## config.mk

```make
export PLATFORM = sky130hd
export DESIGN_NAME = braced_csv_integer_frame_parser_top
export DESIGN_NICKNAME = d
export VERILOG_FILES = /design/src/sv/bcip_pkg.sv /design/src/sv/bcip_byte_step.sv /design/src/sv/braced_csv_integer_frame_parser_top.sv
export SDC_FILE = /design/constraint.sdc
export NUM_CORES = 1
export LEC_CHECK = 0
export ABC_AREA = 1
export BUFFER_PORTS_ARGS = -buffer_cell sky130_fd_sc_hd__buf_2
export CORE_MARGIN = 2
export CORE_UTILIZATION = 36
export CTS_BUF_LIST = sky130_fd_sc_hd__clkbuf_4 sky130_fd_sc_hd__clkbuf_8
export DETAILED_ROUTE_END_ITERATION = 8
export HOLD_SLACK_MARGIN = 0.03
export PLACE_DENSITY = 0.61
export SLEW_MARGIN = 10
export SYNTH_ARGS = -nofsm -noshare
export SYNTH_HDL_FRONTEND = slang
export SYNTH_SLANG_ARGS = --single-unit
```

## constraint.sdc

```tcl
create_clock -name clk -period 16.7 [get_ports clk]
set_clock_uncertainty 0.15 [all_clocks]
set_input_delay 1.67 -clock clk [delete_from_list [all_inputs] [get_ports clk]]
set_output_delay 1.67 -clock clk [all_outputs]
set_load 0.02 [all_outputs]
```

## src/sv/bcip_pkg.sv

```systemverilog
// Shared types and constants for the braced integer frame parser.
// No dependencies; imported by bcip_byte_step and the top level.
`default_nettype none

package bcip_pkg;

	// frame geometry and value range
	localparam int NUM_FIELDS  = 4;
	localparam int VALUE_WIDTH = 32;
	localparam int CNT_W       = $clog2(NUM_FIELDS + 1);
	localparam int MAG_W       = VALUE_WIDTH;
	localparam int PROD_W      = MAG_W + 4;
	localparam int OUT_SLOTS   = 4;
	localparam int OUT_W       = 32;
	localparam int APPLIED_W   = 3;

	// framing characters
	localparam logic [7:0] CH_OPEN  = 8'h7B;
	localparam logic [7:0] CH_CLOSE = 8'h7D;
	localparam logic [7:0] CH_COMMA = 8'h2C;
	localparam logic [7:0] CH_PLUS  = 8'h2B;
	localparam logic [7:0] CH_MINUS = 8'h2D;
	localparam logic [7:0] CH_ZERO  = 8'h30;
	localparam logic [7:0] CH_NINE  = 8'h39;
	localparam logic [7:0] CH_SPACE = 8'h20;
	localparam logic [7:0] CH_TAB   = 8'h09;
	localparam logic [7:0] CH_CR    = 8'h0D;

	typedef enum logic [1:0] {
		PH_SKIP   = 2'd0,
		PH_DIGITS = 2'd1,
		PH_DONE   = 2'd2
	} num_phase_t;

	typedef logic signed [VALUE_WIDTH-1:0] value_t;
	typedef logic [MAG_W-1:0]              mag_t;
	typedef logic [CNT_W-1:0]              cnt_t;
	typedef logic [NUM_FIELDS-1:0][VALUE_WIDTH-1:0] field_vals_t;

	// parser control state, cleared by reset and after every buffer
	typedef struct packed {
		logic       in_frame;
		cnt_t       field_index;
		logic       after_sep;
		num_phase_t phase;
		logic       negative;
		mag_t       mag;
		cnt_t       complete_count;
		logic       complete_seen;
	} parse_ctrl_t;

	// field values of the open frame and of the last complete frame
	typedef struct packed {
		field_vals_t open_vals;
		field_vals_t complete_vals;
	} frame_vals_t;

	localparam mag_t MAG_CAP = mag_t'(1) << (VALUE_WIDTH - 1);

	localparam parse_ctrl_t CTRL_IDLE = '{
		in_frame:       1'b0,
		field_index:    '0,
		after_sep:      1'b1,
		phase:          PH_SKIP,
		negative:       1'b0,
		mag:            '0,
		complete_count: '0,
		complete_seen:  1'b0
	};

endpackage

`default_nettype wire

```

## src/sv/bcip_byte_step.sv

```systemverilog
// Next-state function of the frame parser for one received character.
// Depends on bcip_pkg; instantiated by braced_csv_integer_frame_parser_top.
`default_nettype none

module bcip_byte_step
	import bcip_pkg::*;
(
	input  wire logic [7:0]  data_byte,
	input  wire parse_ctrl_t ctrl,
	input  wire frame_vals_t vals,
	output parse_ctrl_t      ctrl_nxt,
	output frame_vals_t      vals_nxt
);

	logic                is_digit;
	logic                is_space;
	logic [3:0]          digit;
	logic [PROD_W-1:0]   prod;
	mag_t                mag_acc;
	value_t              field_val;

	// character classes
	assign is_digit = (data_byte >= CH_ZERO) && (data_byte <= CH_NINE);
	assign is_space = (data_byte == CH_SPACE) ||
		((data_byte >= CH_TAB) && (data_byte <= CH_CR));
	assign digit    = 4'(data_byte - CH_ZERO);

	// decimal accumulate, saturating at the magnitude cap
	assign prod    = (PROD_W'(ctrl.mag) << 3) + (PROD_W'(ctrl.mag) << 1) + PROD_W'(digit);
	assign mag_acc = (prod > PROD_W'(MAG_CAP)) ? MAG_CAP : mag_t'(prod);

	// saturated signed value of the field being closed
	always_comb begin
		if (ctrl.negative) begin
			field_val = -value_t'(ctrl.mag);
		end else if (ctrl.mag[MAG_W-1]) begin
			field_val = {1'b0, {(VALUE_WIDTH-1){1'b1}}};
		end else begin
			field_val = value_t'(ctrl.mag);
		end
	end

	// per-character state update
	always_comb begin
		ctrl_nxt = ctrl;
		vals_nxt = vals;
		if (data_byte == CH_OPEN) begin
			ctrl_nxt.in_frame    = 1'b1;
			ctrl_nxt.field_index = '0;
			ctrl_nxt.after_sep   = 1'b1;
			ctrl_nxt.phase       = PH_SKIP;
			ctrl_nxt.negative    = 1'b0;
			ctrl_nxt.mag         = '0;
		end else if (!ctrl.in_frame) begin
			ctrl_nxt = ctrl;
		end else if ((data_byte == CH_CLOSE) || (data_byte == CH_COMMA)) begin
			// close the current field unless the frame ends right after its opening brace or a comma
			if ((data_byte == CH_COMMA) || !ctrl.after_sep) begin
				if (ctrl.field_index < cnt_t'(NUM_FIELDS)) begin
					for (int j = 0; j < NUM_FIELDS; j++) begin
						if (ctrl.field_index == cnt_t'(j)) begin
							vals_nxt.open_vals[j] = field_val;
						end
					end
					ctrl_nxt.field_index = ctrl.field_index + cnt_t'(1);
				end
			end
			ctrl_nxt.phase    = PH_SKIP;
			ctrl_nxt.negative = 1'b0;
			ctrl_nxt.mag      = '0;
			if (data_byte == CH_CLOSE) begin
				vals_nxt.complete_vals  = vals_nxt.open_vals;
				ctrl_nxt.complete_count = ctrl_nxt.field_index;
				ctrl_nxt.complete_seen  = 1'b1;
				ctrl_nxt.in_frame       = 1'b0;
			end else begin
				ctrl_nxt.after_sep = 1'b1;
			end
		end else begin
			ctrl_nxt.after_sep = 1'b0;
			case (ctrl.phase)
				PH_SKIP: begin
					if (is_space) begin
						ctrl_nxt.phase = PH_SKIP;
					end else if (data_byte == CH_PLUS) begin
						ctrl_nxt.phase = PH_DIGITS;
					end else if (data_byte == CH_MINUS) begin
						ctrl_nxt.negative = 1'b1;
						ctrl_nxt.phase    = PH_DIGITS;
					end else if (is_digit) begin
						ctrl_nxt.mag   = mag_t'(digit);
						ctrl_nxt.phase = PH_DIGITS;
					end else begin
						ctrl_nxt.phase = PH_DONE;
					end
				end
				PH_DIGITS: begin
					if (is_digit) begin
						ctrl_nxt.mag = mag_acc;
					end else begin
						ctrl_nxt.phase = PH_DONE;
					end
				end
				default: begin
					ctrl_nxt.phase = ctrl.phase;
				end
			endcase
		end
	end

endmodule

`default_nettype wire

```

## src/sv/braced_csv_integer_frame_parser_top.sv

```systemverilog
// Top level of the braced integer frame parser: input stage, parser state,
// stored values and result register. Depends on bcip_pkg and bcip_byte_step.
//
// Usage:
//   The input channel (in_valid/in_ready) carries one character per beat in
//   data_byte; buffer_end marks the last character of a received buffer.
//   Frames look like {a,b,c,d}; each field is read as a decimal integer and
//   saturated to the signed 32-bit range. Only the last complete frame of a
//   buffer is applied, and only as many stored values as it has fields.
//   The output channel (out_valid/out_ready) carries one beat per buffer:
//   the four stored values, frame_found and fields_applied.
//   Throughput is one character per cycle while in_ready is high; the parser state updates once per
//   character through a single step of combinational logic.
//   A buffer_end beat passes the input register, then the result register.
//   When the receiver stalls, characters keep flowing until a second
//   buffer_end beat reaches the input register while a result is still
//   pending; only then does in_ready drop.
//   Reset clears the parser state, the stored values and both valid flags.
`default_nettype none

module braced_csv_integer_frame_parser_top
	import bcip_pkg::*;
(
	input  wire logic                     clk,
	input  wire logic                     arst_n,
	input  wire logic                     in_valid,
	output logic                          in_ready,
	input  wire logic [7:0]               data_byte,
	input  wire logic                     buffer_end,
	output logic                          out_valid,
	input  wire logic                     out_ready,
	output logic signed [OUT_W-1:0]       right_encoder,
	output logic signed [OUT_W-1:0]       left_encoder,
	output logic signed [OUT_W-1:0]       lift_position,
	output logic signed [OUT_W-1:0]       claw_position,
	output logic                          frame_found,
	output logic [APPLIED_W-1:0]          fields_applied
);

	logic                              valid_s1;
	logic [7:0]                        byte_s1;
	logic                              end_s1;
	logic                              advance;

	parse_ctrl_t                       ctrl_q;
	parse_ctrl_t                       ctrl_nxt;
	frame_vals_t                       vals_q;
	frame_vals_t                       vals_nxt;
	field_vals_t                       stored_q;
	field_vals_t                       stored_nxt;
	cnt_t                              applied;

	logic                              out_valid_q;
	logic [OUT_SLOTS-1:0][OUT_W-1:0]   out_vals_q;
	logic [OUT_SLOTS-1:0][OUT_W-1:0]   out_vals_nxt;
	logic                              found_q;
	logic [APPLIED_W-1:0]              applied_q;

	// input stage holds back only a buffer end that finds the result register full
	assign advance  = valid_s1 && !(end_s1 && out_valid_q && !out_ready);
	assign in_ready = !valid_s1 || advance;

	always_ff @(posedge clk or negedge arst_n) begin
		if (!arst_n) begin
			valid_s1 <= 1'b0;
		end else if (in_ready) begin
			valid_s1 <= in_valid;
		end
	end

	always_ff @(posedge clk) begin
		if (in_ready && in_valid) begin
			byte_s1 <= data_byte;
			end_s1  <= buffer_end;
		end
	end

	// parser step for the registered character
	bcip_byte_step u_step (
		.data_byte (byte_s1),
		.ctrl      (ctrl_q),
		.vals      (vals_q),
		.ctrl_nxt  (ctrl_nxt),
		.vals_nxt  (vals_nxt)
	);

	// apply the last complete frame at buffer end
	always_comb begin
		applied    = ctrl_nxt.complete_seen ? ctrl_nxt.complete_count : '0;
		stored_nxt = stored_q;
		for (int k = 0; k < NUM_FIELDS; k++) begin
			if (cnt_t'(k) < applied) begin
				stored_nxt[k] = vals_nxt.complete_vals[k];
			end
		end
		out_vals_nxt = '0;
		for (int k = 0; k < OUT_SLOTS; k++) begin
			if (k < NUM_FIELDS) begin
				out_vals_nxt[k] = OUT_W'(signed'(stored_nxt[k]));
			end
		end
	end

	// parser control and stored values
	always_ff @(posedge clk or negedge arst_n) begin
		if (!arst_n) begin
			ctrl_q   <= CTRL_IDLE;
			stored_q <= '0;
		end else if (advance) begin
			if (end_s1) begin
				ctrl_q   <= CTRL_IDLE;
				stored_q <= stored_nxt;
			end else begin
				ctrl_q <= ctrl_nxt;
			end
		end
	end

	// frame values are only read after they are written
	always_ff @(posedge clk) begin
		if (advance) begin
			vals_q <= vals_nxt;
		end
	end

	// result register
	always_ff @(posedge clk or negedge arst_n) begin
		if (!arst_n) begin
			out_valid_q <= 1'b0;
		end else if (advance && end_s1) begin
			out_valid_q <= 1'b1;
		end else if (out_ready) begin
			out_valid_q <= 1'b0;
		end
	end

	always_ff @(posedge clk) begin
		if (advance && end_s1) begin
			out_vals_q <= out_vals_nxt;
			found_q    <= ctrl_nxt.complete_seen;
			applied_q  <= APPLIED_W'(applied);
		end
	end

	assign out_valid      = out_valid_q;
	assign right_encoder  = out_vals_q[0];
	assign left_encoder   = out_vals_q[1];
	assign lift_position  = out_vals_q[2];
	assign claw_position  = out_vals_q[3];
	assign frame_found    = found_q;
	assign fields_applied = applied_q;

endmodule

`default_nettype wire
```

# --- Word level (Yosys, flattened, before mapping) ---
# Cells that the tools add are included.
word_totals:
  register_bits: 571
  word_cells: 141
classes:
  add_sub_neg: 5
  order_cmp: 10
  n_eq_ne: 19
  n_mux: 46
  bitwise: 1
  n_reduce_logical: 30
op_table:
  columns: ["cell", "count"]
  rows:
  - ["$mux W128", 6]
  - ["$mux W32", 13]
  - ["$mux W44", 2]
  - ["$mux W33", 2]
  - ["$pmux W32 S2", 1]
  - ["$mux W40", 1]
  - ["$add A35 B33 Y36", 1]
  - ["$add A36 B4 Y36", 1]
  - ["$gt A36 B32 Y1 const B", 1]
  - ["$mux W36", 1]
  - ["$eq A8 B6 Y1 const B", 4]
  - ["$neg A32 Y32", 1]
  - ["$mux W31", 1]
  - ["$eq A8 B7 Y1 const B", 2]
  - ["$mux W4", 4]
  - ["$mux W2", 5]
  - ["$ne A5 B2 Y1 const B", 2]
  - ["$ne A5 B3 Y1 const B", 2]
  - ["$ne A5 B5 Y1 const B", 2]
  - ["$mux W3", 3]
  - ["$ge A8 B4 Y1 const B", 1]
  - ["$ge A8 B6 Y1 const B", 1]
  - ["$le A8 B4 Y1 const B", 1]
  - ["$le A8 B6 Y1 const B", 1]
  - ["other kinds (28)", 52]

# --- Longest topological paths before layout ---
depth:
  depth_word: 13
  ltp_mapped: 24

# --- Cells and area by module ---
# From an unflattened synthesis, not the netlist that was laid out.
hier_totals:
  hier_cells: 3783
  hier_area_um2: 31073.6
modules_own_cells:
  columns: ["mod", "n_inst", "cells_per_inst", "area_each_um2", "seq_area_each_um2"]
  rows:
  - ["braced_csv_integer_frame_parser_top", 1, 1666, 20935.1, 16276.9]
  - ["bcip_byte_step", 1, 2117, 10138.5, 0.0]

# --- Worst setup path before layout ---
# No wires, ideal clock.
synth_path:
  path_type: "input to register"
  startpoint: "in out_ready"
  endpoint: "reg ctrl_q[41] in the netlist's numbering"
  setup_ps: 133
  arrival_time_ps: 11726
  setup_slack_ps: 4690
  stages: 6
  path_buffers: 0
  path_cell_list: "nor2_1 nand2_1 nand2_1 nor3_1 nand2_1 o22ai_1"
synth_via:
  elab_chain_cells: 5
synth_lines:
  columns: ["element", "line", "source"]
  rows:
  - ["start, declared", "braced_csv_integer_frame_parser_top.sv:31", "input wire logic out_ready,"]
  - ["$logic_not A1 Y1", "braced_csv_integer_frame_parser_top.sv:60", "assign advance = valid_s1 && !(end_s1 && out_valid_q && !out_ready);"]
  - ["$logic_and A1 B1 Y1", "braced_csv_integer_frame_parser_top.sv:60", null]
  - ["$logic_not A1 Y1", "braced_csv_integer_frame_parser_top.sv:60", null]
  - ["$logic_and A1 B1 Y1", "braced_csv_integer_frame_parser_top.sv:60", null]
  - ["$reduce_and A3 Y1 (no source line)", null, null]
  - ["end signal, assigned", "braced_csv_integer_frame_parser_top.sv:114", "ctrl_q <= ctrl_nxt;"]
  - ["end, declared", "braced_csv_integer_frame_parser_top.sv:45", "parse_ctrl_t ctrl_q;"]
# No other way between the ends.
# A chain may end at the register's enable or synchronous reset.

==> results.tsv <==
stage	metric	value	unit
sta	final hold vios	0	
route	DRC viols	0	
synth	Post-Syn Area	27880	um^2
clock_network	post-CTS sizing	0	
route	via count	21080	
route	WL final	73.73	mm
critical_path	most used cell, CP	inv_2	
synth	top post-synthesis cells by count	nand2_1 (1,128), edfxtp_1 (397), inv_1 (310)	
grt	GR Util All Layers	18.67	%
floorplan	die area	79700	um^2
finish	# fillers	7785	
finish	Layout Nets	3342	
sta	final worst setup slack	10810	ps
synth	main combinational cell family by area after synthesis	simple AND/OR/NAND/NOR gates	
critical_path	Crit Path Max Fanout	96	
synth	Adder-Cell Fraction of Synth Area	3.240	%
clock_network	hold_buf cts	0	
critical_path	critical path class	flop to flop	
grt	global-route wire length before repair	115.8	mm
floorplan	I/O pins	147	
place	GP Congestion	0.8881	
sta	RSZ-0062 raised after global routing	false	
critical_path	Setup crit start kind	flop	
critical_path	critical-path cell list	nand2_1 -> inv_2 -> nand3_1 -> nor2_1 -> inv_2 -> nor3_4 -> buf_4 -> nor2_1 -> nor2_4 -> buf_4 -> inv_2 -> nand2_2 -> buf_4 -> inv_2 -> nand2_2 -> buf_4 -> inv_2 -> o21ai_0 -> nand2_1 -> nand2_1	
sta	Slew headroom	19.40	%
power_and_ir_drop	PwrDens	114.0	nW/um^2
synth	cell taking the most area after synthesis	edfxtp_1	
critical_path	WP buf/inv	9	
clock_network	CTS Buf Count	93	
clock_network	Worst-path clk slew	60	ps
synth	synthesis-stage register bit count	571	
synth	post-synthesis mux area share	0	%
synth	Cells after Synth	3105	
place	hpwl dp	49.55	mm
route	violation count after the first detailed-route iteration	1821	
clock_network	CTS tree	done	
critical_path	CP required	17190	ps
route	detailed-router iteration count before antenna repair	7	
finish	share of layout cells above drive strength 1	12.77	%
synth	sequential area share after synthesis	58.38	%
place	placed cell area	29660	um^2
synth	synthesized net count	3189	
synth	XOR/XNOR Fraction of Synth Area	0.3455	%
synth	post-synthesis simple-gate area fraction	23.33	%
place	I/O Buffers	146	
floorplan	die width	282.3	um
synth	Primary FF master, synth	edfxtp_1	
finish	area growth from synthesis to layout	13.46	%
synth	Yosys cell types	46	
job	max cap viols	0	
grt	antenna violations before repair	1	
sta	Tcrit/Tclk final	35.26	%
critical_path	CP Capture Type	flop	
grt	largest net degree at the start of global routing	196	
synth	Async SR Flop Fraction	30.47	%
grt	grt ovf	0	
synth	EDFF count, synth	397	
sta	setup TNS	0	ps
clock_network	Bufs on Longest Clock Path	3	
finish	Reg area	16280	um^2
finish	final instance area	31640	um^2
place	pre-CTS WS	10900	ps
synth	compound-cell area share of the yosys netlist	8.526	%
clock_network	htree depth	3	
critical_path	CP max stage cell	buf_4	
clock_network	Clock Latency Late Sink	710	ps
sta	Setup-failing EPs final	0	
synth	most numerous cell in the Yosys netlist	nand2_1	
sta	worst slew pin tran	1196	ps
clock_network	Post-CTS Setup Bufs	0	
critical_path	Data arrival, critical path	6380	ps
route	DR vias/cell	4.817	
floorplan	# rows	102	
synth	post-synth top area share	42.76	%
finish	multi-input logic area	9902	um^2
route	routed wire length per instance	16.84	um
clock_network	Clock Tree Root	clkbuf_8	
sta	shortest period the worst path allows	5888	ps
critical_path	CP top delay family	buffers and inverters	
power_and_ir_drop	maximum vdd ir drop	0.05697	mV
sta	Pins Over Slew Limit	0	
synth	top cells by area, synth	edfxtp_1 (43%), dfrtp_1 (16%), nand2_1 (15%)	
min_path	Worst Hold Class	flop to flop	
floorplan	Core Area	77080	um^2
floorplan	Initial Util	36.17	%
floorplan	Die Y	282.3	um
critical_path	Crit path largest cell delay	770	ps
sta	Max Clk Rate	169.8	MHz
grt	number of global-route vias before repair	20530	
power_and_ir_drop	leakage dissipation	14.42	nW
synth	Synth Warn #	0	
clock_network	clk sink count	571	
route	Routed Antenna Nets	0	
synth	average size of a mapped cell	8.980	um^2
outcome	status	complete, no violations	
[logic make-up after synthesis]
logic type               Yosys count
AND/OR/NAND/NOR                 1584
flip-flops                       571
buffers and inverters            437
AO/OA/AOI/OAI                    431
adder cells (fa/ha/maj)           71
XOR/XNOR                          11
[flip-flops by register name, summed over array words and instances, names as in the netlist, 3 cells and up]
register,count
right_encoder,32
byte_s1,8
left_encoder,32
claw_position,32
fields_applied,3
stored_q,128
vals_q,256
lift_position,32
ctrl_q,44
[per-stage QoR]
step / util, % / cells / power [mW] / hold WS (ps)
after detailed placement: 38.48 / 4203 / 2.359 / 308.6
final: 41.04 / 4377 / 3.606 / 319.5
after global routing: 41.04 / 4376 / 3.785 / 348.8
after CTS: 41.04 / 4376 / 3.641 / 325.2
after floorplan: - / 3105 / 2.133 / 291.4
after global placement: 38.48 / 4203 / 2.351 / 303.9
[where the power goes]
| group | switching (mW) | leakage, nW | total (mW) | internal [mW] |
|---|---|---|---|---|
| logic | 0.441 | 7.29 | 0.621 | 0.180 |
| clock network | 0.589 | 1.06 | 1.27 | 0.685 |
| registers | 0.0523 | 6.07 | 1.71 | 1.66 |
[area by class of cell]
type,count,area share (%)
clock inverters,42,0.9650
clock buffers,131,5.264
multi-input cells,2097,31.30
diodes,1,0.007910
well taps,1040,4.113
repair buffers,175,3.065
inverters,320,3.836
flip-flops and latches,571,51.45
[worst reg2reg max path: stages (launching register included)]
cell and delay (ps):
edfxtp_1 500, nand2_1 160, inv_2 90, nand3_1 70, nor2_1 140, inv_2 80
nor3_4 130, buf_4 770, nor2_1 250, nor2_4 160, buf_4 540, inv_2 330
nand2_2 140, buf_4 480, inv_2 310, nand2_2 120, buf_4 500, inv_2 380
o21ai_0 350, nand2_1 90, nand2_1 90
[worst paths after layout]
check                           cells past startpoint  slack [ps]                      start                   endpoint
min in group asynchronous                           1         770                     arst_n   stored_q[48]$_DFFE_PN0P_
worst min-delay path                                2         320  stored_q[117]$_DFFE_PN0P_  stored_q[117]$_DFFE_PN0P_
worst max-delay path                               20       10810       byte_s1[3]$_DFFE_PP_   stored_q[12]$_DFFE_PN0P_
max in group asynchronous                           3       13450                     arst_n     ctrl_q[41]$_DFFE_PN0P_
worst min register to register                      2         320  stored_q[117]$_DFFE_PN0P_  stored_q[117]$_DFFE_PN0P_
worst max register to register                     20       10810       byte_s1[3]$_DFFE_PP_   stored_q[12]$_DFFE_PN0P_
[per-layer routing]
metal  global-route usage, %  vias up  wire, um
met3                   3.345      121      3743
met5                       0        -         0
met1                   25.83     9897     34290
met4                   6.132        0      1933
met2                   29.64      502     33760
li1                        -    10560         -
[cell usage in the layout (no fill, tap or decap), drive strengths merged, types with 2 or more instances in the layout]
cell / count
xor2: 8
and2: 35
xnor2: 3
o21a: 5
nand2: 1131
or2: 60
o21bai: 5
o31ai: 2
a31oi: 49
a21oi: 37
dfrtp: 173
nand3b: 8
bufinv: 2
a21boi: 3
nand4: 17
o21ai: 296
clkbuf: 132
clkinvlp: 2
nor4: 6
o22ai: 17
buf: 174
nor2: 157
fa: 2
edfxtp: 397
o211ai: 11
nand3: 150
inv: 323
nor3: 20
ha: 69
clkinv: 35
(Power assumes the default switching activity.)
